File: config.mk
export PLATFORM = sky130hd
export DESIGN_NAME = qps_mul
export DESIGN_NICKNAME = d
export VERILOG_FILES = /design/src/rtl/core/qps_pkg.sv /design/src/rtl/core/qps_mul.sv
export SDC_FILE = /design/constraint.sdc
export NUM_CORES = 2
export LEC_CHECK = 0
export BUFFER_PORTS_ARGS = -buffer_cell sky130_fd_sc_hd__buf_2
export CAP_MARGIN = 20
export CORE_MARGIN = 1
export CORE_UTILIZATION = 50
export CTS_CLUSTER_SIZE = 25
export DETAILED_ROUTE_END_ITERATION = 10
export PLACE_DENSITY = 0.68
export SLEW_MARGIN = 20
export SYNTH_ARGS = -nofsm -noshare
export SYNTH_HDL_FRONTEND = slang
export SYNTH_SLANG_ARGS = --single-unit
File: constraint.sdc
create_clock -name clock -period 11 [get_ports clock]
set_clock_uncertainty 0.15 [all_clocks]
set_input_delay 0.55 -clock clock [delete_from_list [all_inputs] [get_ports clock]]
set_output_delay 0.55 -clock clock [all_outputs]
set_load 0.02 [all_outputs]
File: src/rtl/core/qps_pkg.sv
// Shared types, field widths, codes and reset values for the quadrature
// position servo core. No dependencies; every other file imports it.
`timescale 1ns / 1ps

package qps_pkg;

   localparam int COUNT_BITS_DEFAULT    = 32;
   localparam int INTEGRAL_BITS_DEFAULT = 48;

   localparam int POS_BITS       = 32;
   localparam int TARGET_BITS    = 32;
   localparam int GAIN_BITS      = 28;
   localparam int GAIN_FRAC      = 24;
   localparam int TOL_BITS       = 16;
   localparam int TOL_FRAC       = 16;
   localparam int LIMIT_BITS     = 16;
   localparam int BAND_BITS      = TOL_BITS + TARGET_BITS;
   localparam int CSR_INDEX_BITS = 2;
   localparam int CSR_DATA_BITS  = GAIN_BITS;

   // Item function codes.
   localparam logic [1:0] FUNC_EDGE_A = 2'd0;
   localparam logic [1:0] FUNC_EDGE_B = 2'd1;
   localparam logic [1:0] FUNC_TICK   = 2'd2;
   localparam logic [1:0] FUNC_CLEAR  = 2'd3;

   // Register indexes.
   localparam logic [CSR_INDEX_BITS-1:0] CSR_PROP_GAIN    = 2'd0;
   localparam logic [CSR_INDEX_BITS-1:0] CSR_INTEG_GAIN   = 2'd1;
   localparam logic [CSR_INDEX_BITS-1:0] CSR_TOLERANCE    = 2'd2;
   localparam logic [CSR_INDEX_BITS-1:0] CSR_EFFORT_LIMIT = 2'd3;

   localparam logic [GAIN_BITS-1:0]  PROP_GAIN_RESET    = 28'd10905190;
   localparam logic [GAIN_BITS-1:0]  INTEG_GAIN_RESET   = 28'd4194;
   localparam logic [TOL_BITS-1:0]   TOLERANCE_RESET    = 16'd66;
   localparam logic [LIMIT_BITS-1:0] EFFORT_LIMIT_RESET = 16'd400;

   typedef struct packed {
      logic [1:0]                    func;
      logic                          level_a;
      logic                          level_b;
      logic signed [TARGET_BITS-1:0] target;
   } req_type;

   typedef struct packed {
      logic signed [POS_BITS-1:0] position;
      logic [LIMIT_BITS-1:0]      drive;
      logic                       forward;
      logic                       arrived;
      logic                       is_control;
   } rsp_type;

   typedef struct packed {
      logic [GAIN_BITS-1:0]  prop_gain;
      logic [GAIN_BITS-1:0]  integ_gain;
      logic [TOL_BITS-1:0]   tolerance;
      logic [LIMIT_BITS-1:0] effort_limit;
   } cfg_type;

   // Load enables of the pipeline registers from the second stage on.
   typedef struct packed {
      logic s2;
      logic s3;
      logic s4;
      logic s5;
      logic s6;
      logic out;
   } stage_en_type;

   // Result fields known once the state update has been made.
   typedef struct packed {
      logic signed [POS_BITS-1:0] position;
      logic                       arrived;
      logic                       is_control;
   } side_type;

   function automatic int max_int(int a, int b);
      return (a > b) ? a : b;
   endfunction

endpackage

File: src/rtl/core/qps_mul.sv
// Two-stage signed multiplier of an unsigned gain by a signed operand,
// split into two partial products. Depends on qps_pkg.
`timescale 1ns / 1ps

module qps_mul import qps_pkg::*; #(
   parameter int W = 33
) (
   input  logic                          clock,
   input  stage_en_type                  en,
   input  logic [GAIN_BITS-1:0]          gain,
   input  logic signed [W-1:0]           operand,
   output logic signed [W+GAIN_BITS-1:0] product
);

   localparam int LO = W / 2;
   localparam int HI = W - LO;
   localparam int PW = W + GAIN_BITS;

   logic [GAIN_BITS+LO-1:0]      pp_lo_in, pp_lo_ff;
   logic signed [GAIN_BITS+HI:0] pp_hi_in, pp_hi_ff;
   logic signed [PW-1:0]         product_in, product_ff;

   assign product = product_ff;

   always_comb begin
      pp_lo_in   = (GAIN_BITS + LO)'(gain) * (GAIN_BITS + LO)'(operand[LO-1:0]);
      pp_hi_in   = $signed({1'b0, gain}) * $signed(operand[W-1:LO]);
      product_in = (PW'(pp_hi_ff) <<< LO) + $signed({{HI{1'b0}}, pp_lo_ff});
   end

   always_ff @(posedge clock) begin
      if (en.s4) begin
         pp_lo_ff <= pp_lo_in;
         pp_hi_ff <= pp_hi_in;
      end
      if (en.s5) begin
         product_ff <= product_in;
      end
   end

endmodule

======== Word level (Yosys, flattened, before mapping) ========
Index checks and enable logic that the tools add are counted.
operators by class
  add/sub/neg operators ................... 1
  multiply operators ...................... 2
  shift operators ......................... 0
  bitwise logic cells ..................... 0
  reduce and logical (&&, ||, !) cells .... 0
  order comparisons ....................... 0
  equal/unequal tests ..................... 0
  divide/modulo/power cells ............... 0
  muxes and demuxes ....................... 0
operators by type and width
  cell                                            number
  61-bit by 45-bit adder with 61-bit output       1
  29-bit by 17-bit multiplier with 45-bit output  1
  28-bit by 16-bit multiplier with 44-bit output  1
storage, ports and cells
  bits in latches ......................... 0
  register bits ........................... 150
  input port bits ......................... 68
  RAM bits ................................ 0
  output and inout port bits .............. 61
  memories ................................ 0
  ROM bits ................................ 0
  logic and storage cells ................. 6

======== Longest topological paths before layout ========
  depth in word-level cells ............... 1
  gate-level depth with buffers ........... 26
  mapped depth without buffers ............ 23

======== Worst setup path before layout ========
OpenSTA, ideal clock, no wires.
  path type ............................... input to register
  start ................................... input operand[26]
  end ..................................... register pp_hi_ff[34], data pin
  stages on the path ...................... 24
  arrival time ............................ 6.482 ns
  setup time .............................. 0.260 ns
  path slack .............................. 4.109 ns
  data required time ...................... 10.590 ns
  path buffers ............................ 3
  cell sequence ........................... clkbuf_1 -> buf_1 -> nand2_1 -> fa_1 -> inv_1 -> fa_1 -> inv_1 -> fa_1 -> inv_1 -> fa_1 -> fa_1 -> inv_1 -> fa_1 -> inv_1 -> ha_1 -> buf_6 -> a21o_1 -> a311o_1 -> a2111oi_2 -> nor2_1 -> a2111o_1 -> a21o_1 -> a21oi_2 -> xnor2_1
between the ends
  cells in the longest elaborated chain, start to end .. 1
RTL lines
  element                                         line           text
  start, declared                                 qps_mul.sv:11  input logic signed [W-1:0] operand,
  29-bit by 17-bit multiplier with 45-bit output  qps_mul.sv:27  pp_hi_in = $signed({1'b0, gain}) * $signed(operand[W-1:LO]);
  named net pp_hi_in[34]                          qps_mul.sv:20  logic signed [GAIN_BITS+HI:0] pp_hi_in, pp_hi_ff;
  end signal, assigned                            qps_mul.sv:34  pp_hi_ff <= pp_hi_in;
  end, declared                                   qps_mul.sv:20
The timed path passes the listed nets, and every way through them passes these cells.
A chain may end at the register's enable or synchronous reset.

======== Worst setup path in the final report ========
  start ................................... input gain[7]
  end ..................................... register pp_lo_ff[41], data pin
between the ends
  cells in the longest elaborated chain, start to end .. 1
RTL lines
  element                                         line           text
  start, declared                                 qps_mul.sv:10  input logic [GAIN_BITS-1:0] gain,
  28-bit by 16-bit multiplier with 44-bit output  qps_mul.sv:26  pp_lo_in = (GAIN_BITS + LO)'(gain) * (GAIN_BITS + LO)'(operand[LO-1:0]);
  named net pp_lo_in[41]                          qps_mul.sv:19  logic [GAIN_BITS+LO-1:0] pp_lo_in, pp_lo_ff;
  end signal, assigned                            qps_mul.sv:33  pp_lo_ff <= pp_lo_in;
  end, declared                                   qps_mul.sv:19
The timed path passes the listed nets, and every way through them passes these cells.

==> results.sh <==
export IMPL_clock_latency_ps=480
export IMPL_slowest_stage="buf_2"
export IMPL_slew_headroom=0.290
export IMPL_fillers=6606
export IMPL_wl_met1_um=36200
export IMPL_drc=0
export IMPL_setup_viol=0
export IMPL_place_area_mm2=0.0372
export IMPL_outcome="complete, no violations"
export IMPL_setup_tns_ps=0
export IMPL_drt_first_pass_iters=5
export IMPL_core_mm2=0.0714
export IMPL_synth_edf_count=150
export IMPL_highest_layer="met5"
export IMPL_crit_path_cell_trace="buf_2, nand2_1, fa_1, inv_1, fa_1, inv_1, fa_1, inv_1, fa_1, fa_1, inv_1, fa_1, inv_1, ha_1, and3_1, nand3_1, o31ai_1, a21oi_1, a21oi_1, o22ai_1, o21ai_0, a311oi_1, xnor2_1"
export IMPL_hold_path_class="flip-flop to flip-flop"
export IMPL_worst_setup_path_start_kind="primary input"
export IMPL_rsz0062_at_grt="no"
export IMPL_endpoint_kind="flip-flop"
export IMPL_worst_path_max_fanout=33
export IMPL_cp_arrival_ps=7420
export IMPL_io_buffers=124
export IMPL_clkTransAtPathRegs_ps=70
export IMPL_die_x_um=270
export IMPL_die_h_um=270
export IMPL_drt_initial_drc_count=1628
export IMPL_vias=25694
export IMPL_place_hpwl_um=65400
export IMPL_critPathRequiredTime_ps=11060
export IMPL_slowest_delay_ps=680
export IMPL_area_delta_synth_final_pct=4.78
export IMPL_nets=4909
export IMPL_via_per_inst=5.39
export IMPL_clk_path_buf_depth=2
export IMPL_max_clock_freq_mhz=136
export IMPL_syn_avg_cell_area_um2=9.37
export IMPL_yosysSeqAreaShare=0.125
export IMPL_ys_flop_type="edfxtp_1"
export IMPL_dp_cells=4731
export IMPL_cpLargestDelayFamily="adder cells"
export IMPL_pin_count=129
export IMPL_synth_cell_types=68
export IMPL_wl_per_cell_um=18.2
export IMPL_initial_core_util=0.505
export IMPL_grt_usage=0.251
export IMPL_crit_buf_inv=6
export IMPL_post_cts_setup_buffers=0
export IMPL_routed_wl_um=86600
export IMPL_cts_tree="built"
export IMPL_worst_setup_path_type="primary input to flip-flop"
export IMPL_rows=98
export IMPL_drive_gt1_frac=0.0490
export IMPL_hold_viol=0
export IMPL_ys_ff_latch=150
export IMPL_wl_met3_um=5070
export IMPL_place_congestion=0.890
export IMPL_most_common_layout_cells="inv_1, fa_1, nand2_1"
export IMPL_synthArstFlopShare=0
export IMPL_postCtsHoldBufs=0
export IMPL_period_minus_slack_ps=7360
export IMPL_grt_ovfl_total=0
export IMPL_drv_cap=0
export IMPL_cts_resized=0
export IMPL_root_buffer="clkbuf_16"
export IMPL_finalNonFillerCells=4764
export IMPL_path_common_cell="fa_1"
export IMPL_netlist_instances=3841
export IMPL_antenna_found_initial=4
export IMPL_final_common_cell="inv_1"
export IMPL_htreeDepth=4
export IMPL_grt_pass1_wl_um=144000
export IMPL_grt_max_degree=62
export IMPL_synth_warnings=0
export IMPL_final_max_slew_viol_count=0
export IMPL_fin_crit_sh=0.669
export IMPL_first_global_vias=27453
export IMPL_worst_slew_pin_slew_ps=1060
export IMPL_syn_nets=4950
export IMPL_clock_sinks=150
export IMPL_final_area_mm2=0.0377
export IMPL_ant_nets=0
export IMPL_cts_buffers=17
export IMPL_netlist_area_mm2=0.0360
export IMPL_dieArea_mm2=0.0731
export IMPL_met2_length_um=42800
[state kept, by name (all words and copies together) (netlist names)]
signal	flops
product	61
pp_hi_ff	45
pp_lo_ff	44
[path summary, 6_finish.rpt]
path | from | slack [ps] | cells past startpoint | to
worst min-delay path | pp_lo_ff[4] | 270 | 0 | product[4]
worst min register to register | pp_lo_ff[4] | 270 | 0 | product[4]
worst max register to register | pp_lo_ff[16] | 7000 | 11 | product[60]
worst max-delay path | gain[7] | 3640 | 23 | pp_lo_ff[41]
[worst register-to-register path, stage by stage (launching register included)]
cell and delay [ps]:
edfxtp_1 370, ha_1 200, inv_1 70, fa_1 390
nor2b_1 130, o21ai_1 80, a21o_1 250, a2111oi_1 930
o311a_1 370, o221ai_2 280, nor4_1 430, xor2_1 110
[per-layer routing]
metal	track usage	vias to the layer above
li1	-	11448
met5	0	-
met2	0.434	829
met1	0.328	13257
met3	0.0323	156
met4	0.0754	4
[synth_stat cells (all sizes together) (17+ instances only)]
| cell type | number | area [µm²] |
|---|---|---|
| nor2 | 62 | 233 |
| edfxtp | 150 | 4500 |
| and3 | 18 | 113 |
| ha | 289 | 3620 |
| and2 | 409 | 2560 |
| o21ai | 50 | 250 |
| a21o | 66 | 503 |
| nand2 | 559 | 2100 |
| inv | 851 | 3190 |
| clkbuf | 197 | 739 |
| a21oi | 104 | 524 |
| fa | 752 | 15100 |
| nand4 | 17 | 106 |
| xor2 | 43 | 377 |
| nand3 | 27 | 135 |
| nor2b | 18 | 113 |
| xnor2 | 84 | 736 |
[cell type report]
type	count	area, µm²	area share
timing repair buffer	141	751	0.0199
multi-input combinational	2639	27500	0.730
sequential	150	4500	0.119
inverter	851	3190	0.0847
clock inverter	14	114	0.00302
tap	950	1190	0.0315
antenna	1	2.50	0.0000663
clock buffer	18	429	0.0114
[cells by family (layout without fill, tap and decap cells)]
group / count (synthesis) / in the layout / share of synthesized area
other: 0 / 1 / 0
adder cells (fa/ha/maj): 1041 / 1041 / 0.519
AO/OA/AOI/OAI: 321 / 321 / 0.0595
XOR/XNOR: 127 / 127 / 0.0309
flip-flops: 150 / 150 / 0.125
buffers and inverters: 1052 / 1024 / 0.110
AND/OR/NAND/NOR: 1150 / 1150 / 0.156
[metrics by stage]
step | hold WS [ps] | setup WS [ps] | util
after floorplan | 250 | 4110 | -
after global placement | 252 | 3270 | 0.521
after detailed placement | 255 | 3230 | 0.521
after CTS | 268 | 3720 | 0.529
after global routing | 277 | 3390 | 0.529
final | 269 | 3640 | 0.529
Power is not shown: default switching activity piles up to over one toggle a cycle in this logic, so the estimate is an artifact.
