[config.mk]
export PLATFORM = sky130hd
export DESIGN_NAME = qps_effort
export DESIGN_NICKNAME = d
export VERILOG_FILES = /design/src/rtl/core/qps_pkg.sv /design/src/rtl/core/qps_effort.sv
export SDC_FILE = /design/constraint.sdc
export NUM_CORES = 1
export LEC_CHECK = 0
export BUFFER_PORTS_ARGS = -buffer_cell sky130_fd_sc_hd__buf_2
export CORE_MARGIN = 2
export CORE_UTILIZATION = 50
export DETAILED_ROUTE_END_ITERATION = 7
export PLACE_DENSITY_LB_ADDON = 0.1
export SYNTH_ARGS = -nofsm -noshare
export SYNTH_HDL_FRONTEND = slang
export SYNTH_SLANG_ARGS = --single-unit
[constraint.sdc]
create_clock -name clock -period 4.61 [get_ports clock]
set_input_delay 0 -clock clock [delete_from_list [all_inputs] [get_ports clock]]
set_output_delay 0 -clock clock [all_outputs]
set_load 0.02 [all_outputs]
[src/rtl/core/qps_pkg.sv]
// Shared types, field widths, codes and reset values for the quadrature
// position servo core. No dependencies; every other file imports it.
`timescale 1ns / 1ps

package qps_pkg;

   localparam int COUNT_BITS_DEFAULT    = 32;
   localparam int INTEGRAL_BITS_DEFAULT = 48;

   localparam int POS_BITS       = 32;
   localparam int TARGET_BITS    = 32;
   localparam int GAIN_BITS      = 28;
   localparam int GAIN_FRAC      = 24;
   localparam int TOL_BITS       = 16;
   localparam int TOL_FRAC       = 16;
   localparam int LIMIT_BITS     = 16;
   localparam int BAND_BITS      = TOL_BITS + TARGET_BITS;
   localparam int CSR_INDEX_BITS = 2;
   localparam int CSR_DATA_BITS  = GAIN_BITS;

   // Item function codes.
   localparam logic [1:0] FUNC_EDGE_A = 2'd0;
   localparam logic [1:0] FUNC_EDGE_B = 2'd1;
   localparam logic [1:0] FUNC_TICK   = 2'd2;
   localparam logic [1:0] FUNC_CLEAR  = 2'd3;

   // Register indexes.
   localparam logic [CSR_INDEX_BITS-1:0] CSR_PROP_GAIN    = 2'd0;
   localparam logic [CSR_INDEX_BITS-1:0] CSR_INTEG_GAIN   = 2'd1;
   localparam logic [CSR_INDEX_BITS-1:0] CSR_TOLERANCE    = 2'd2;
   localparam logic [CSR_INDEX_BITS-1:0] CSR_EFFORT_LIMIT = 2'd3;

   localparam logic [GAIN_BITS-1:0]  PROP_GAIN_RESET    = 28'd10905190;
   localparam logic [GAIN_BITS-1:0]  INTEG_GAIN_RESET   = 28'd4194;
   localparam logic [TOL_BITS-1:0]   TOLERANCE_RESET    = 16'd66;
   localparam logic [LIMIT_BITS-1:0] EFFORT_LIMIT_RESET = 16'd400;

   typedef struct packed {
      logic [1:0]                    func;
      logic                          level_a;
      logic                          level_b;
      logic signed [TARGET_BITS-1:0] target;
   } req_type;

   typedef struct packed {
      logic signed [POS_BITS-1:0] position;
      logic [LIMIT_BITS-1:0]      drive;
      logic                       forward;
      logic                       arrived;
      logic                       is_control;
   } rsp_type;

   typedef struct packed {
      logic [GAIN_BITS-1:0]  prop_gain;
      logic [GAIN_BITS-1:0]  integ_gain;
      logic [TOL_BITS-1:0]   tolerance;
      logic [LIMIT_BITS-1:0] effort_limit;
   } cfg_type;

   // Load enables of the pipeline registers from the second stage on.
   typedef struct packed {
      logic s2;
      logic s3;
      logic s4;
      logic s5;
      logic s6;
      logic out;
   } stage_en_type;

   // Result fields known once the state update has been made.
   typedef struct packed {
      logic signed [POS_BITS-1:0] position;
      logic                       arrived;
      logic                       is_control;
   } side_type;

   function automatic int max_int(int a, int b);
      return (a > b) ? a : b;
   endfunction

endpackage

[src/rtl/core/qps_effort.sv]
// Effort stages: sums the two gain products, truncates toward zero and
// splits into clamped magnitude and direction. Depends on qps_pkg.
`timescale 1ns / 1ps

module qps_effort import qps_pkg::*; #(
   parameter int EW = 33,
   parameter int IB = INTEGRAL_BITS_DEFAULT
) (
   input  logic                           clock,
   input  stage_en_type                   en,
   input  logic signed [EW+GAIN_BITS-1:0] prod_p,
   input  logic signed [IB+GAIN_BITS-1:0] prod_i,
   input  logic                           active,
   input  logic [LIMIT_BITS-1:0]          limit,
   output logic [LIMIT_BITS-1:0]          drive,
   output logic                           forward
);

   localparam int SUMW = max_int(EW, IB) + GAIN_BITS + 1;
   localparam int QW   = SUMW - GAIN_FRAC;

   logic signed [SUMW-1:0] sum_in, sum_ff;
   logic [SUMW-1:0]        mag;
   logic [QW-1:0]          q;
   logic                   neg;
   logic [LIMIT_BITS-1:0]  drive_in, drive_ff;
   logic                   forward_in, forward_ff;

   assign drive   = drive_ff;
   assign forward = forward_ff;

   always_comb begin
      sum_in = SUMW'(prod_p) + SUMW'(prod_i);
      neg    = sum_ff[SUMW-1];
      mag    = neg ? $unsigned(-sum_ff) : $unsigned(sum_ff);
      q      = mag[SUMW-1:GAIN_FRAC];
      if (!active) begin
         drive_in = '0;
      end else if (q > QW'(limit)) begin
         drive_in = limit;
      end else begin
         drive_in = q[LIMIT_BITS-1:0];
      end
      // A negative effort that truncates to zero still counts as forward.
      forward_in = !(active && neg && (|q));
   end

   always_ff @(posedge clock) begin
      if (en.s6) begin
         sum_ff <= sum_in;
      end
      if (en.out) begin
         drive_ff   <= drive_in;
         forward_ff <= forward_in;
      end
   end

endmodule

# Yosys cells after proc, flatten, opt, wreduce, memory -nomap -nowiden
# Index checks and enable logic that the tools add are counted.
[classes]
add_sub_neg = 2
magnitude_cmp = 1
muxes = 2
reduce_logical = 4
[ops]
columns = ["cell", "n"]
rows = [
  ["$add 61x76->77", 1],
  ["$mux 77", 1],
  ["$neg 77->77", 1],
  ["$gt 53x16->1", 1],
  ["$reduce_or 53->1", 1],
  ["$mux 16", 1],
  ["$logic_and 1x1->1", 2],
  ["$logic_not 1->1", 1],
]
[word_totals]
regBits = 94
input_bits = 161
out_inout_bits = 17

# Logic depth before layout (Yosys ltp)
# Gate-level depths: netlist (run 1).
[logic_depth]
ltp_word = 5
ltp_mapped = 18
depth_no_buf = 16

# Least setup slack after synthesis (run 1)
# Ideal clock, no wire load.
[synth_timing]
path_kind = "register to register"
start = "register sum_ff[28]"
end = "register drive_ff[0], in the netlist drive[0] (data pin)"
setup_time_ns = 0.259
t_arrival_ns = 4.146
slack_ns = 0.205
stages_incl_launch_ff = 17
path_cell_list = "edfxtp_1 or4_4 nor4_4 nand3_2 or4b_2 o21ai_0 xnor2_1 ha_1 nand4_1 nor2_1 a2111oi_0 a21oi_1 o21a_1 o21ai_0 nand3_4 buf_6 mux2i_1"
[synth_via]
elab_chain_len = 4
[synth_lines]
columns = ["element", "line_no", "text"]
rows = [
  ["start: declaration", "qps_effort.sv:22", "logic signed [SUMW-1:0] sum_in, sum_ff;"],
  ["start signal: assignment", "qps_effort.sv:50", "sum_ff <= sum_in;"],
  ["$neg 77->77", "qps_effort.sv:35", "mag = neg ? $unsigned(-sum_ff) : $unsigned(sum_ff);"],
  ["$mux 77 (*)", "qps_effort.sv:35", ""],
  ["$gt 53x16->1 (*)", "qps_effort.sv:39", "end else if (q > QW'(limit)) begin"],
  ["$mux 16 (*)", "qps_effort.sv:39", ""],
  ["end signal: assignment", "qps_effort.sv:53", "drive_ff <= drive_in;"],
  ["end: declaration", "qps_effort.sv:26", "logic [LIMIT_BITS-1:0] drive_in, drive_ff;"],
]
# Mark *: on every way between the ends. The rest lies on a longest branch, timed or not.
# A chain may end at the register's enable or synchronous reset.

# Worst setup path in the final report (run 1)
[layout_timing]
start = "register sum_ff[28]"
end = "register drive_ff[8], in the netlist drive[8] (data pin)"
[layout_via]
elab_chain_len = 4
[layout_lines]
columns = ["element", "line_no"]
rows = [
  ["$neg 77->77", "qps_effort.sv:35"],
  ["$mux 77 (*)", "qps_effort.sv:35"],
  ["$gt 53x16->1", "qps_effort.sv:39"],
  ["$mux 16 (*)", "qps_effort.sv:39"],
]
# Marks and branches as above.

==> impl_metrics.csv, run 1 <==
group,metric,value,unit
grt,grt_antenna_before_repair,0,
pwr,p_int,2.00,mW
clock_tree,cts_tree,"built",
pwr,p_clk_share,21.3,%
worst_setup_path,crit_chain,"or4_4 -> nor4_4 -> nand3_2 -> or4b_2 -> o21ai_1 -> xnor2_1 -> ha_1 -> nand4_1 -> nor2_1 -> a2111oi_2 -> a21oi_1 -> o21a_1 -> o21ai_1 -> nand3_4 -> buf_12 -> mux2i_1",
logic_synthesis,synth_area_per_cell,8.43,sq um
sta,max_freq,232,MHz
pwr,seq_power_share,40.0,%
sta,hold_slack,11.4,ps
logic_synthesis,syn-instance-count,1171,
sta,rsz0062_at_grt,"false",
worst_setup_path,worst_path_largest_cell_delay,660,ps
hold_path,hold_class,"primary input to flip-flop",
logic_synthesis,ys_async_sr_fraction,0,%
sta,final.setup_skew,12.8,ps
floorplan,fp.dieW,144,um
floorplan,start_util,50.9,%
logic_synthesis,ys.flop_type,"edfxtp_1",
drt,wl_met3,2.31,mm
outcome,run_status,"finished clean",
drt,drtPass1Iterations,6,
worst_setup_path,worstPathRequired,4710,ps
drt,wl,28.2,mm
sta,hold_viol,0,
pwr,cellPowerDensity,286,nW/um^2
logic_synthesis,synthMostInstantiatedCell,"nand2_1",
finish,drive_gt1_share,17.3,%
logic_synthesis,synth_cell_types,76,
logic_synthesis,yosysTopAreaCell,"edfxtp_1",
clock_tree,cts_max_path_buffers,2,
logic_synthesis,ys_ff_latch,94,
floorplan,coreArea,19400,sq um
worst_setup_path,crit_slowest_cell,"or4b_2",
floorplan,fp-row-count,51,
placement,hpwl,23.1,mm
worst_setup_path,cp_common_cell,"o21ai_1",
finish,nets,1579,
grt,grt_pass1_vias,8856,
drt,drc_errors,0,
logic_synthesis,synth_area_leaders,"edfxtp_1 (29%), ha_1 (12%), a21oi_1 (5.9%), xnor2_1 (5.3%), nand2_1 (4.5%)",
logic_synthesis,ys_seq_area_share,28.6,%
grt,grt_pass1_wl,45.2,mm
sta,period_share,93.3,%
worst_setup_path,arrival,4400,ps
clock_tree,clk_latency,360,ps
drt,dr_wl_met2,11.3,mm
clock_tree,clk_pin_slew_worst_paths,60,ps
grt,grt_max_degree,51,
finish,antenna_cells,0,
logic_synthesis,synth_top_area_share,28.6,%
logic_synthesis,synth_warnings,0,
pwr,peakVddDrop,0.000137,V
pwr,power.switching,1.23,mW
pwr,p_leak,4.79,nW
floorplan,die_y,144,um
logic_synthesis,synth_commonest_cells,"nand2_1 (119), a21oi_1 (116), edfxtp_1 (94), ha_1 (92), nor2_1 (82)",
placement,portBuffers,173,
sta,max_slew_margin,53.8,%
grt,gr-total-overflow,0,
floorplan,die-area,20900,sq um
worst_setup_path,worstSetupEndpointType,"flip-flop",
drt,wl_per_cell,17.7,um
logic_synthesis,syn_nets,1425,
logic_synthesis,synth_edf_count,94,
clock_tree,numCtsBuffers,9,
drt,wirelength_met1,14.1,mm
logic_synthesis,syn_area,9870,sq um
floorplan,ioPinCount,178,
job,drv_cap,0,
pwr,switching_share,38.0,%
sta,setup_violations,0,
drt,top_layer,"met4",
placement,gp_congestion,0.973,
pwr,p_comb_share,38.7,%
worst_setup_path,crit_type,"flip-flop to flip-flop",
finish,final_util,58.2,%
grt,grt_usage,27.5,%
clock_tree,cts.htree.levels,3,
sta,fin_setup_tns,0,ps
sta,worstMarginPinSlew,685,ps
worst_setup_path,crit_path_start_kind,"flip-flop",
drt,drt_iter0_markers,863,
drt,vias,9636,
sta,slew_violations,0,
clock_tree,clock-sinks,94,
drt,vias_per_cell,6.05,
sta,period_minus_slack,4300,ps
clock_tree,cts-root-buf,"clkbuf_16",
worst_setup_path,cp_max_fo,15,
finish,areaGrowthSynthToFinish,14.5,%
drt,antenna_left,0,
state kept, by name, indices dropped and copies added (netlist names):
register  cells
drive        16
forward       1
sum_ff       77
cell type report:
cell class | instances | area (sq um)
Tap cell | 265 | 332
Clock inverter | 5 | 36.3
Timing Repair Buffer | 193 | 1030
Sequential cell | 94 | 2820
Clock buffer | 10 | 229
Multi-Input combinational cell | 972 | 6630
Inverter | 55 | 206
Fill cell | 1799 | 8110
cells by family (layout without fill, tap and decap cells):
kind of cell | after synthesis | after routing | share of synthesized area [%]
flops | 94 | 94 | 28.6
simple gates | 405 | 405 | 21.3
xor+xnor | 87 | 87 | 7.72
fa+ha+maj | 93 | 93 | 11.9
mux | 18 | 18 | 1.83
buf+inv | 105 | 263 | 4.27
compound gates | 369 | 369 | 24.4
path summary, 6_finish.rpt:
kind / from / slack [ps] / to / depth (start not counted)
setup / recovery: sum_ff[28] / 310 / drive[8] / 16
hold / removal: limit[6] / 10 / drive[6] / 3
setup reg to reg: sum_ff[28] / 310 / drive[8] / 16
hold reg to reg: sum_ff[37] / 870 / drive[13] / 3
through the flow:
step	instance area [sq um]	setup WS (ps)	power, mW	instances
2_1_floorplan	9870	205	2.10	1171
3_3_place_gp	11000	77.9	2.52	1576
3_5_place_dp	11000	41.0	2.52	1576
4_1_cts	11300	25.2	3.21	1593
5_1_grt	11300	19.0	3.43	1594
6_report	11300	307	3.23	1594
layout by cell type (no fill, tap or decap), drive strengths merged, types with 18 or more instances in the layout:
cell type	instances
nand2	119
edfxtp	94
nor3	27
xnor2	60
o21ai	61
nor2	82
a21oi	117
nand3	36
o21bai	19
a21o	46
xor2	27
inv	56
ha	92
mux2i	18
buf	191
nor4	35
nand4	33
per-layer routing:
metal / up-vias / GRT usage, %
met1: 4431 / 43.4
met3: 43 / 4.60
met2: 408 / 38.8
met4: 0 / 6.59
met5: - / 0
li1: 4754 / -
power by group through the flow:
| stage | Combinational [mW] | Sequential [mW] | Clock [mW] |
|---|---|---|---|
| floorplan | 0.868 | 1.23 | 0 |
| global placement | 1.22 | 1.30 | 0 |
| detailed placement | 1.22 | 1.30 | 0 |
| CTS | 1.23 | 1.28 | 0.705 |
| global route | 1.39 | 1.30 | 0.742 |
| finish | 1.25 | 1.29 | 0.690 |
timing repair:
action,in CTS,in global routing
resized for setup,0,5
setup buffers,0,1
setup endpoints to repair,0,16
hold buffers,2,0
hold endpoints to repair,1,0
critical path, delay by kind of cell (launching register included):
family	cells	cell delay, ps
AO/OA/AOI/OAI	5	990
XOR/XNOR	1	180
adder cells (fa/ha/maj)	1	310
buffers and inverters	1	190
flip-flops	1	380
multiplexers	1	130
AND/OR/NAND/NOR	7	1850
Power figures use the tool's default switching activity.
==> run 2, diff against run 1 <==
--- a/config.mk
+++ b/config.mk
@@ -5,10 +5,10 @@
 export SDC_FILE = /design/constraint.sdc
 export NUM_CORES = 1
 export LEC_CHECK = 0
-export BUFFER_PORTS_ARGS = -buffer_cell sky130_fd_sc_hd__buf_2
 export CORE_MARGIN = 2
 export CORE_UTILIZATION = 50
 export DETAILED_ROUTE_END_ITERATION = 7
+export DONT_BUFFER_PORTS = 1
 export PLACE_DENSITY_LB_ADDON = 0.1
 export SYNTH_ARGS = -nofsm -noshare
 export SYNTH_HDL_FRONTEND = slang
==> run 2 against run 1 <==
Worst hold slack improved by 20 ps; maximum frequency down 1.0%; count of clock-buffer cells in the layout is 1 lower; final cell count shrank 9.8%; final area decreased by 5.7%; critical endpoint is now drive[1].
==> impl_metrics.csv, run 2 (synthesis gave the netlist of run 1 again) <==
group,metric,value,unit
outcome,run_status,"finished clean",
floorplan,start_util,50.9,%
pwr,p_leak,4.20,nW
sta,max_slew_margin,31.7,%
clock_tree,clock-sinks,94,
worst_setup_path,worstPathRequired,4720,ps
placement,place_inst,1400,
finish,drive_gt1_share,4.86,%
grt,gr-total-overflow,0,
sta,fin_setup_tns,0,ps
hold_path,hold_class,"primary input to flip-flop",
placement,dp_slack,65.5,ps
sta,hold_viol,0,
pwr,power,3.23,mW
pwr,peakVddDrop,0.000150,V
drt,wl_met3,2.42,mm
sta,period_minus_slack,4350,ps
grt,grt_max_degree,78,
sta,max_freq,230,MHz
finish,largest_reg_flops,77,
clock_tree,clk_pin_slew_worst_paths,70,ps
finish,final_area,10600,sq um
finish,nets,1422,
drt,wl_per_cell,19.1,um
grt,grt_antenna_before_repair,0,
drt,dr_wl_met2,10.9,mm
grt,grt_usage,26.3,%
drt,drc_errors,0,
clock_tree,cts_tree,"built",
clock_tree,cts-root-buf,"clkbuf_16",
placement,postPlaceCellArea,10100,sq um
finish,largest_register,"sum_ff",
sta,final.setup_skew,11.8,ps
placement,portBuffers,0,
worst_setup_path,arrival,4460,ps
grt,grt_pass1_vias,8301,
drt,antenna_left,0,
grt,grt_pass1_wl,43.0,mm
floorplan,ioPinCount,178,
sta,fin_ws,264,ps
floorplan,die_y,144,um
sta,worstMarginPinSlew,1020,ps
job,drv_cap,0,
finish,finalNonFillerCells,1437,
drt,vias_per_cell,6.38,
worst_setup_path,worstSetupEndpointType,"flip-flop",
floorplan,die-area,20900,sq um
clock_tree,clk_latency,370,ps
sta,slew_violations,0,
drt,vias,9172,
pwr,cellPowerDensity,304,nW/um^2
worst_setup_path,crit_type,"flip-flop to flip-flop",
sta,rsz0062_at_grt,"false",
finish,final_cell_mix,"nand2_1 (119), a21oi_1 (116), edfxtp_1 (94)",
drt,wl,27.4,mm
floorplan,fp.dieW,144,um
floorplan,fp-row-count,51,
placement,gp_congestion,0.961,
clock_tree,cts_max_path_buffers,2,
drt,drt_iter0_markers,975,
sta,setup_violations,0,
finish,areaGrowthSynthToFinish,7.91,%
drt,drtPass1Iterations,5,
sta,period_share,94.3,%
worst_setup_path,cp_max_fo,15,
worst_setup_path,crit_path_start_kind,"flip-flop",
clock_tree,numCtsBuffers,9,
placement,hpwl,21.9,mm
drt,wirelength_met1,13.6,mm
floorplan,coreArea,19400,sq um
clock_tree,cts.htree.levels,3,
finish,antenna_cells,0,
drt,top_layer,"met4",
finish,layout_commonest_cell,"nand2_1",
[run 2: changes by cell type in the layout (fill, tap and decap cells not counted), moves of 2 or more]
cell / change
buf_2: -173
buf_4: -3
dlygate4sd3_1: +18
o21ai_1: -2
[run 2: final timing paths]
| check | startpoint | to | slack, ps | cells after the start |
|---|---|---|---|---|
| worst max-delay path | sum_ff[28] | drive[1] | 260 | 16 |
| worst min-delay path | en[1] | sum_ff[69] | 30 | 1 |
| worst max register to register | sum_ff[28] | drive[1] | 260 | 16 |
| worst min register to register | sum_ff[34] | drive[10] | 890 | 3 |
[run 2: through the flow]
| stage | util (%) | hold slack (ps) |
|---|---|---|
| finish | 54.9 | 31.7 |
| global route | 54.9 | 61.3 |
| global placement | 52.0 | 114 |
| floorplan | - | 112 |
| detailed placement | 52.0 | 114 |
| CTS | 54.7 | 25.9 |
[run 2: timing repair]
action / in CTS / in global routing
hold buffers: 21 / 0
setup endpoints to repair: 0 / 16
resized for setup: 0 / 5
buffers inserted: 0 / 1
endpoints found under the hold margin: 112 / 0
[run 2: per-layer routing]
metal	vias up	global-route usage [%]
met4	0	7.61
li1	4456	-
met1	4230	41.4
met5	-	0
met2	446	36.2
met3	40	4.87
[run 2: area by class of cell]
cell class | instances | area (sq um)
clock inverter | 6 | 70.1
fill | 1877 | 8750
sequential | 94 | 2820
clock buffer | 9 | 225
inverter | 55 | 206
tap | 265 | 332
multi-input combinational | 972 | 6640
timing repair buffer | 36 | 353
[run 2: power by group]
part	switching, mW	total [mW]	leakage (nW)	internal, mW
clock	0.342	0.764	0.141	0.422
sequential	0.182	1.30	0.917	1.12
combinational	0.686	1.17	3.14	0.479
[run 2: critical path, stage by stage (launching register included)]
cell	delay [ps]
edfxtp_1	390
or4_4	590
nor4_4	180
nand3_2	110
or4b_2	660
o21ai_0	220
xnor2_1	200
ha_1	320
nand4_1	120
nor2_1	70
a2111oi_2	340
a21oi_1	130
o21a_1	190
o21ai_2	160
nand3_4	110
buf_12	190
mux2i_1	120
