<file path="config.mk">
export PLATFORM = sky130hd
export DESIGN_NAME = qps_csr
export DESIGN_NICKNAME = d
export VERILOG_FILES = /design/src/rtl/core/qps_pkg.sv /design/src/rtl/core/qps_csr.sv
export SDC_FILE = /design/constraint.sdc
export NUM_CORES = 1
export LEC_CHECK = 0
export BUFFER_PORTS_ARGS = -buffer_cell sky130_fd_sc_hd__buf_4
export CAP_MARGIN = 20
export CORE_MARGIN = 4
export CORE_UTILIZATION = 30
export CTS_CLUSTER_DIAMETER = 50
export DETAILED_ROUTE_END_ITERATION = 12
export GPL_TIMING_DRIVEN = 0
export MAX_ROUTING_LAYER = met4
export PLACE_DENSITY = 0.52
export SETUP_SLACK_MARGIN = 0.1
export SLEW_MARGIN = 5
export SYNTH_ARGS = -nofsm -noshare
export SYNTH_HDL_FRONTEND = slang
export SYNTH_SLANG_ARGS = --single-unit
</file>
<file path="constraint.sdc">
create_clock -name clock -period 0.9 [get_ports clock]
set_input_delay 0 -clock clock [delete_from_list [all_inputs] [get_ports clock]]
set_output_delay 0 -clock clock [all_outputs]
set_load 0.1 [all_outputs]
</file>
<file path="src/rtl/core/qps_pkg.sv">
// Shared types, field widths, codes and reset values for the quadrature
// position servo core. No dependencies; every other file imports it.
`timescale 1ns / 1ps

package qps_pkg;

   localparam int COUNT_BITS_DEFAULT    = 32;
   localparam int INTEGRAL_BITS_DEFAULT = 48;

   localparam int POS_BITS       = 32;
   localparam int TARGET_BITS    = 32;
   localparam int GAIN_BITS      = 28;
   localparam int GAIN_FRAC      = 24;
   localparam int TOL_BITS       = 16;
   localparam int TOL_FRAC       = 16;
   localparam int LIMIT_BITS     = 16;
   localparam int BAND_BITS      = TOL_BITS + TARGET_BITS;
   localparam int CSR_INDEX_BITS = 2;
   localparam int CSR_DATA_BITS  = GAIN_BITS;

   // Item function codes.
   localparam logic [1:0] FUNC_EDGE_A = 2'd0;
   localparam logic [1:0] FUNC_EDGE_B = 2'd1;
   localparam logic [1:0] FUNC_TICK   = 2'd2;
   localparam logic [1:0] FUNC_CLEAR  = 2'd3;

   // Register indexes.
   localparam logic [CSR_INDEX_BITS-1:0] CSR_PROP_GAIN    = 2'd0;
   localparam logic [CSR_INDEX_BITS-1:0] CSR_INTEG_GAIN   = 2'd1;
   localparam logic [CSR_INDEX_BITS-1:0] CSR_TOLERANCE    = 2'd2;
   localparam logic [CSR_INDEX_BITS-1:0] CSR_EFFORT_LIMIT = 2'd3;

   localparam logic [GAIN_BITS-1:0]  PROP_GAIN_RESET    = 28'd10905190;
   localparam logic [GAIN_BITS-1:0]  INTEG_GAIN_RESET   = 28'd4194;
   localparam logic [TOL_BITS-1:0]   TOLERANCE_RESET    = 16'd66;
   localparam logic [LIMIT_BITS-1:0] EFFORT_LIMIT_RESET = 16'd400;

   typedef struct packed {
      logic [1:0]                    func;
      logic                          level_a;
      logic                          level_b;
      logic signed [TARGET_BITS-1:0] target;
   } req_type;

   typedef struct packed {
      logic signed [POS_BITS-1:0] position;
      logic [LIMIT_BITS-1:0]      drive;
      logic                       forward;
      logic                       arrived;
      logic                       is_control;
   } rsp_type;

   typedef struct packed {
      logic [GAIN_BITS-1:0]  prop_gain;
      logic [GAIN_BITS-1:0]  integ_gain;
      logic [TOL_BITS-1:0]   tolerance;
      logic [LIMIT_BITS-1:0] effort_limit;
   } cfg_type;

   // Load enables of the pipeline registers from the second stage on.
   typedef struct packed {
      logic s2;
      logic s3;
      logic s4;
      logic s5;
      logic s6;
      logic out;
   } stage_en_type;

   // Result fields known once the state update has been made.
   typedef struct packed {
      logic signed [POS_BITS-1:0] position;
      logic                       arrived;
      logic                       is_control;
   } side_type;

   function automatic int max_int(int a, int b);
      return (a > b) ? a : b;
   endfunction

endpackage

</file>
<file path="src/rtl/core/qps_csr.sv">
// Configuration registers of the servo core: gains, arrival tolerance and
// effort limit. Depends on qps_pkg.
`timescale 1ns / 1ps

module qps_csr import qps_pkg::*; (
   input  logic                      clock,
   input  logic                      reset,
   input  logic                      csr_valid,
   output logic                      csr_ready,
   input  logic [CSR_INDEX_BITS-1:0] csr_index,
   input  logic [CSR_DATA_BITS-1:0]  csr_data,
   output cfg_type                   cfg
);

   cfg_type cfg_ff;

   assign csr_ready = 1'b1;
   assign cfg       = cfg_ff;

   always_ff @(posedge clock) begin
      if (reset) begin
         cfg_ff.prop_gain    <= PROP_GAIN_RESET;
         cfg_ff.integ_gain   <= INTEG_GAIN_RESET;
         cfg_ff.tolerance    <= TOLERANCE_RESET;
         cfg_ff.effort_limit <= EFFORT_LIMIT_RESET;
      end else if (csr_valid) begin
         unique case (csr_index)
            CSR_PROP_GAIN:    cfg_ff.prop_gain    <= csr_data;
            CSR_INTEG_GAIN:   cfg_ff.integ_gain   <= csr_data;
            CSR_TOLERANCE:    cfg_ff.tolerance    <= csr_data[TOL_BITS-1:0];
            CSR_EFFORT_LIMIT: cfg_ff.effort_limit <= csr_data[LIMIT_BITS-1:0];
            default: ;
         endcase
      end
   end

endmodule

</file>
# == Word level (Yosys, flattened, before mapping) ==
# Cells that the tools add are included.
# op_classes
n_addsub,0
mul,0
div,0
magnitude_cmp,0
n_eq_ne,3
n_shift,0
n_mux,0
bitwise,0
n_reduce_logical,5
# op_table
cell,count
$reduce_and 2->1,4
$eq 2x2->1 const B,2
$eq 2x1->1 const B,1
$logic_not 2->1,1
# totals
ff_bits,88
latch_bits,0
ramBits,0
romBits,0
in_bits,33
word_cells,12
n_memories,0

# == Longest topological paths before layout ==
# Gate-level depths: netlist of the first run.
# logic_depth
word_depth,2
mapped_depth,5

# == Least setup slack after synthesis of the first run ==
# Ideal clock, no wire load.
# synth_timing
path_type,flip-flop to flip-flop
startpoint,register cfg[17] (netlist name)
endpoint,register cfg_ff (netlist bit cfg[17])
setup_time_ns,0.072
arrival_time_ns,1.166
required_time_ns,0.828
path_slack_ns,-0.338
path_stages_with_launch,3
n_path_buf,0
period_less_slack_ns,1.238
path_cell_list,dfxtp_1 nor2_1 mux2i_1
# synth_rtl
element,line_no,rtl
end: declaration,qps_csr.sv:15,cfg_type cfg_ff;

# == Worst setup path after layout of the first run ==
# layout_timing
startpoint,register cfg_ff (netlist bit cfg[23])
endpoint,output cfg[23] in the netlist's numbering
# layout_rtl
element,line_no,rtl
end: declaration,qps_csr.sv:12,output cfg_type cfg
# No word-level cell between the ends.

==> results of run 1 <==
==> where the power goes <==
part	leakage, nW	internal [W]	total, W	switching, W
Sequential	0.766	0.00387	0.00402	0.000149
Clock	0.117	0.00187	0.00336	0.00150
Combinational	1.93	0.000950	0.00240	0.00145
Total	2.81	0.00669	0.00978	0.00309
==> worst reg2reg max path, stage by stage (launching register included) <==
cell and delay [ps]:
dfxtp_4 350, buf_4 130, nand2b_1 60, mux2i_1 60
==> per-stage QoR <==
stage | power (W) | instances | hold WS (ps) | utilization [%] | instance area (um^2)
5_1_grt | 0.01020 | 653 | -5.537 | 57.62 | 6691
6_report | 0.009784 | 653 | -0.5199 | 57.62 | 6691
2_1_floorplan | 0.005493 | 341 | 144.7 | - | 3941
3_3_place_gp | 0.005987 | 603 | 271.4 | 43.17 | 5014
3_5_place_dp | 0.005995 | 603 | 282.9 | 43.17 | 5014
4_1_cts | 0.009915 | 652 | -9.427 | 57.53 | 6681
==> cell usage in the layout, fill, tap and decap left out <==
master	Yosys	routed
and3_2	1	1
conb_1	1	1
dlygate4sd3_1	0	24
mux2i_1	88	88
clkinv_1	0	1
buf_4	5	46
buf_12	1	89
nor2_1	37	36
nand3_1	1	1
nand2b_1	95	95
clkbuf_1	8	12
clkbuf_16	0	9
nand3b_1	2	2
or3b_1	1	1
nor3b_4	1	1
clkinvlp_4	0	2
buf_6	4	4
nor2_2	0	1
and3b_1	1	1
buf_2	7	7
dfxtp_4	0	88
==> what timing repair did <==
item / 4_1_cts / 5_1_grt
gates resized for setup: 264 / 1
buffers inserted: 9 / 1
setup endpoints to repair: 88 / 91
hold endpoints to repair: 57 / 1
pin swaps: 0 / 0
==> cell families (layout without fill, tap and decap cells) <==
| kind of cell | count (synthesis) | after routing |
|---|---|---|
| other | 1 | 1 |
| buffers and inverters | 25 | 194 |
| flip-flops | 88 | 88 |
| AND/OR/NAND/NOR | 139 | 139 |
| multiplexers | 88 | 88 |
==> area by class of cell <==
| class | count | area [um^2] | share of cell area, % |
|---|---|---|---|
| timing repair buffer | 153 | 2310 | 34.52 |
| sequential | 88 | 2092 | 31.26 |
| multi-input combinational | 228 | 1684 | 25.17 |
| clock buffer | 13 | 240.2 | 3.590 |
| tap | 143 | 178.9 | 2.674 |
| buffer | 25 | 167.7 | 2.506 |
| clock inverter | 3 | 18.77 | 0.2805 |
==> final timing paths <==
kind | endpoint | slack [ps] | depth (start not counted)
setup / recovery | cfg[23] | 20 | 1
hold / removal | cfg[81]$_SDFFE_PP1P_ | -0.5 | 3
hold reg to reg | cfg[58]$_SDFFE_PP0P_ | 500 | 2
setup reg to reg | cfg[3]$_SDFFE_PP0P_ | 180 | 3
==> per-layer routing <==
metal / routed length (um) / share of wire (%) / global-route usage, % / vias up
met5: 0 / 0 / - / -
met4: 136 / 1.3 / 4.396 / 0
met3: 500 / 4.6 / 4.661 / 15
met2: 5207 / 48 / 26.70 / 70
met1: 4992 / 46 / 21.03 / 1366
li1: - / - / - / 1448
==> out/qor.yml, run 1 <==
placement:
  numPortBuffers: 119
  globalplace.congestion: 0.7156
  dp_hpwl_um: 7670
  place_ws_ps: -165.4
timing:
  worst_pin_slew_ps: 526.8
  finalClockSkew_ps: 0
  min_period_over_period_pct: 97.39
  setup_ws_ps: 23.46
  setup_viol: 0
  setup-tns-final_ps: 0
  final-hold-violation-count: 1
  final_max_slew_viol_count: 0
  rsz0062_at_grt: "yes"
  slew_headroom_pct: 64.88
  whs_ps: -0.5199
  max_freq_mhz: 1141
  fin_crit_ps: 876.5
setup_path:
  critPathTopFamily: "flip-flops"
  crit_type: "reg2out"
  cp-startpoint: "cfg[23]$_SDFFE_PP0P_"
  cp.arrival_ps: 880
  start_kind: "flip-flop"
  slowest_stage: "dfxtp_4"
  crit_fanout: 2
  cp_data_required_time_ps: 900
  endpoint_kind: "primary output"
  r2r_start: "cfg[3]$_SDFFE_PP0P_"
  worst-path-buf-inv: 1
  max_stage_delay_ps: 360
  crit_chain: "buf_12"
synthesis:
  synth-xor-area-share_pct: 0
  synth_cell_types: 16
  syn_area_per_cell_um2: 10.59
  synth_area_um2: 3611
  ys_warn_count: 0
  netlist_top_cells_area: "dfxtp_1 (49%), mux2i_1 (24%), nand2b_1 (16%)"
  netlist.area_leader.share_pct: 48.79
  synth_top_family_by_area: "multiplexers"
  synth_flop_cell: "dfxtp_1"
  yosys.area_share.adder_pct: 0
  synthMuxAreaShare_pct: 24.39
  yosysMostFrequentCell: "nand2b_1"
  async_flop_share_pct: 0
  yosysTopAreaCell: "dfxtp_1"
  syn_nets: 374
  ys_ff_latch: 88
  synth-compound-area-share_pct: 0
  ys_seq_area_share_pct: 48.79
  syn-instance-count: 341
  synth_common_cells: "nand2b_1 (95), dfxtp_1 (88), mux2i_1 (88), nor2_1 (37), clkbuf_1 (8)"
  yosys.area_share.simple_pct: 22.07
  synth_edf_count: 0
floorplanning:
  core_area_um2: 11610
  die_area_um2: 13860
  ioPinCount: 122
  dieHeight_um: 117.7
  die_x_um: 117.7
  row_count: 39
  initial_core_util_pct: 31.09
routing:
  drtPass1Iterations: 4
  dr_total_vias: 2899
  wl_um: 10840
  vias_per_cell: 4.440
  drtAntennaViolNets: 0
  route.detailed.drc: 0
  drt-initial-drc-count: 88
  wl_per_cell_um: 16.60
final_layout:
  fill_cells: 950
  nets: 538
  largest_reg_flops: 88
  area_growth_pct: 85.31
  antennaDiodeCount: 0
  layout-drive-gt1-share_pct: 48.63
global_route:
  grt_pass1_vias: 3130
  grt_antenna_before_repair: 0
  gr-total-overflow: 0
  grt_pass1_wl_um: 17640
  grt_usage_pct: 16.76
  grt_start_max_net_pins: 14
worst_hold_path:
  holdCritPathClass: "in2reg"
  hold_path.startpoint: "csr_index[0]"
pwr:
  p_per_area_nw_per_um2: 1462
  cellLeakagePower_nw: 2.810
  ir_drop_mv: 0.7622
clocking:
  ctsHoldBuffers: 24
  cts_root_buffer: "clkbuf_16"
  clkTransAtPathRegs_ps: 60
  htree_levels: 3
  clock-sinks: 88
  cts_buffers: 9
  cts_tree: "built"
  insertion_delay_ps: 340
  cts_buffer_depth: 2
status:
  violations: "hold timing"
  outcome: "finished, violations left"
flow_run:
  drv_cap: 0
Power figures use the tool's default switching activity.
==> inputs of run 2 (changes only) <==
--- a/config.mk
+++ b/config.mk
@@ -7,13 +7,13 @@
 export LEC_CHECK = 0
 export BUFFER_PORTS_ARGS = -buffer_cell sky130_fd_sc_hd__buf_4
 export CAP_MARGIN = 20
-export CORE_MARGIN = 4
+export CORE_MARGIN = 2
 export CORE_UTILIZATION = 30
 export CTS_CLUSTER_DIAMETER = 50
 export DETAILED_ROUTE_END_ITERATION = 12
 export GPL_TIMING_DRIVEN = 0
 export MAX_ROUTING_LAYER = met4
-export PLACE_DENSITY = 0.52
+export PLACE_DENSITY = 0.54
 export SETUP_SLACK_MARGIN = 0.1
 export SLEW_MARGIN = 5
 export SYNTH_ARGS = -nofsm -noshare
==> constraint.sdc (replaced) <==
create_clock -name clock -period 0.8 [get_ports clock]
set_input_delay 0 -clock clock [delete_from_list [all_inputs] [get_ports clock]]
set_output_delay 0 -clock clock [all_outputs]
set_load 0.1 [all_outputs]
==> run 2 against run 1 <==
  * The run ends with setup timing left
  * Highest routed layer unchanged
  * Die area is 6.7% lower
  * Critical path type unchanged
  * Sequential cell count stayed put
  * Sequential power is 13% higher
  * Non-clock buffer count is 3 higher
  * Core utilization is 0.32 points higher
  * Cell area is 2.7% higher
  * Sequential share of layout area is 0.82 points lower
  * Cell count is 0.77% higher
  * Critical path depth stayed put
  * Count of clock-buffer cells in the layout is 4 lower
  * Register-to-register slack worse by 90 ps
  * Clock power is 39% higher
==> out/qor.yml, run 2 (synthesis results as in run 1) <==
setup_path:
  worstSetupEndpoint: "cfg[1]"
  slowest_stage: "dfxtp_4"
  max_stage_delay_ps: 370  # about the same
  cp_data_required_time_ps: 800  # -100 ps
  r2r_start: "cfg[10]$_SDFFE_PP0P_"
  crit_chain: "buf_12"
  worst-r2r-cell-count: 3  # unchanged
  worst-path-buf-inv: 1  # unchanged
  reg2reg_slack_ps: 90  # -90 ps
  crit_type: "reg2out"
  start_kind: "flip-flop"
  cp-startpoint: "cfg[1]$_SDFFE_PP0P_"
  crit_cells: 1  # unchanged
  crit_fanout: 2  # unchanged
  r2r-end: "cfg[10]$_SDFFE_PP0P_"
  critPathTopFamily: "flip-flops"
  endpoint_kind: "primary output"
  cp.arrival_ps: 870  # about the same
worst_hold_path:
  holdCritPathClass: "in2reg"
  hold-path-cell-count: 3  # unchanged
routing:
  drtPass1Iterations: 5  # +1
  wl_um: 11000  # +1.5%
  drt-initial-drc-count: 87  # -1.1%
  drtAntennaViolNets: 0  # unchanged
  wl_per_cell_um: 16.71  # +0.71%
  route.detailed.drc: 0  # unchanged
  vias_per_cell: 4.418  # -0.49%
  dr_total_vias: 2907  # +0.28%
floorplanning:
  die_area_um2: 12930  # -6.7%
  ioPinCount: 122  # unchanged
  initial_core_util_pct: 30.44  # -0.65 points
  dieHeight_um: 113.7  # -3.4%
  die_x_um: 113.7  # -3.4%
  core_area_um2: 11860  # +2.1%
  row_count: 40  # +2.6%
timing:
  final_max_slew_viol_count: 0  # unchanged
  final-hold-violation-count: 0  # -1
  setup_ws_ps: -73.42  # -96.88 ps
  setup-tns-final_ps: -5343  # -5343 ps
  max_freq_mhz: 1145
  rsz0062_at_grt: "yes"
  setup_viol: 88  # +88
  finalClockSkew_ps: 0  # unchanged
  fin_crit_ps: 873.4
  slew_headroom_pct: 64.19  # -0.69 points
  min_period_over_period_pct: 109.2
  worst_pin_slew_ps: 537.2  # +10.41 ps
global_route:
  grt_antenna_before_repair: 0  # unchanged
  grt_usage_pct: 18.29  # +1.5 points
  grt_pass1_vias: 3068  # -2.0%
  grt_start_max_net_pins: 14  # unchanged
  grt_pass1_wl_um: 17300  # -1.9%
  gr-total-overflow: 0  # unchanged
final_layout:
  fin_area_um2: 6872  # +2.7%
  antennaDiodeCount: 0  # unchanged
  layout-drive-gt1-share_pct: 51.66  # +3.0 points
  stdcell_count: 658  # +0.77%
  largest_reg_flops: 88  # unchanged
  most-common-layout-cells: "nand2b_1 (89), buf_12 (89), mux2i_1 (88), dfxtp_4 (88), buf_4 (42)"
  area_growth_pct: 90.30
  nets: 541  # +0.56%
  fill_cells: 984  # +3.6%
clocking:
  cts_buffers: 9  # unchanged
  insertion_delay_ps: 330  # about the same
  cts_buffer_depth: 2  # unchanged
  clock-sinks: 88  # unchanged
  cts_root_buffer: "clkbuf_16"
  htree_levels: 3  # unchanged
  clkTransAtPathRegs_ps: 60  # about the same
  cts_tree: "built"
status:
  outcome: "finished, violations left"
  violations: "setup timing"
placement:
  dp_hpwl_um: 7435  # -3.1%
  numPortBuffers: 119  # unchanged
  globalplace.congestion: 0.7590  # +6.1%
  place_inst: 607  # +0.66%
  place_area_um2: 5019  # about the same
pwr:
  cellLeakagePower_nw: 2.927  # +4.2%
  p_per_area_nw_per_um2: 1740  # +19%
  ir_drop_mv: 1.236  # +62%
flow_run:
  drv_cap: 0  # unchanged
==> run 2: worst min-delay path by stage <==
stage | from | slack [ps] | endpoint
final | csr_data[3] | 20 | cfg[63]$_SDFFE_PP0P_
after global routing | csr_data[0] | 50 | cfg[60]$_SDFFE_PP0P_
after CTS | csr_index[0] | 0.7 | cfg[81]$_SDFFE_PP1P_
after detailed placement | csr_data[9] | 280 | cfg[69]$_SDFFE_PP1P_
after global placement | csr_data[8] | 270 | cfg[8]$_SDFFE_PP1P_
after floorplan | csr_data[1] | 140 | cfg[1]$_SDFFE_PP0P_
==> run 2: layer usage <==
| layer | routed length (um) | part of all wire, % | vias to the layer above | track usage, % |
|---|---|---|---|---|
| li1 | - | - | 1457 | - |
| met1 | 4902 | 45 | 1381 | 22.35 |
| met2 | 5610 | 51 | 60 | 30.50 |
| met3 | 359 | 3.3 | 9 | 3.082 |
| met4 | 126 | 1.1 | 0 | 6.748 |
| met5 | 0 | 0 | - | - |
==> run 2: metrics by stage <==
| stage | util, % | worst slack (ps) | power [W] | hold slack, ps |
|---|---|---|---|---|
| 5_1_grt | 57.93 | -101.8 | 0.01238 | 53.62 |
| 3_5_place_dp | 42.31 | -342.5 | 0.006743 | 281.8 |
| 2_1_floorplan | - | 18.23 | 0.006177 | 144.7 |
| 4_1_cts | 56.67 | -81.49 | 0.01201 | 0.7217 |
| 3_3_place_gp | 42.31 | -298.6 | 0.006733 | 271.9 |
| 6_report | 57.93 | -73.42 | 0.01196 | 15.55 |
==> run 2: what timing repair did <==
item	4_1_cts	5_1_grt
hold endpoints to repair	52	9
setup endpoints to repair	98	119
hold buffers	24	3
pin swaps	0	4
setup buffers	5	8
resized for setup	265	23
==> run 2: cell type report <==
cell class                      count  area, um^2  area share (%)
Timing Repair Buffer              156        2359           34.32
Sequential cell                    88        2092           30.44
Multi-Input combinational cell    228        1737           25.27
Clock buffer                        9       225.2           3.277
Tap cell                          147       183.9           2.677
Buffer                             25       177.7           2.586
Clock inverter                      5       97.59           1.420
==> run 2: report_power, final <==
| group | switching (W) | internal, W | leakage [nW] |
|---|---|---|---|
| clock | 0.00168 | 0.00300 | 0.156 |
| combinational | 0.00165 | 0.00110 | 2.00 |
| sequential | 0.000170 | 0.00436 | 0.766 |
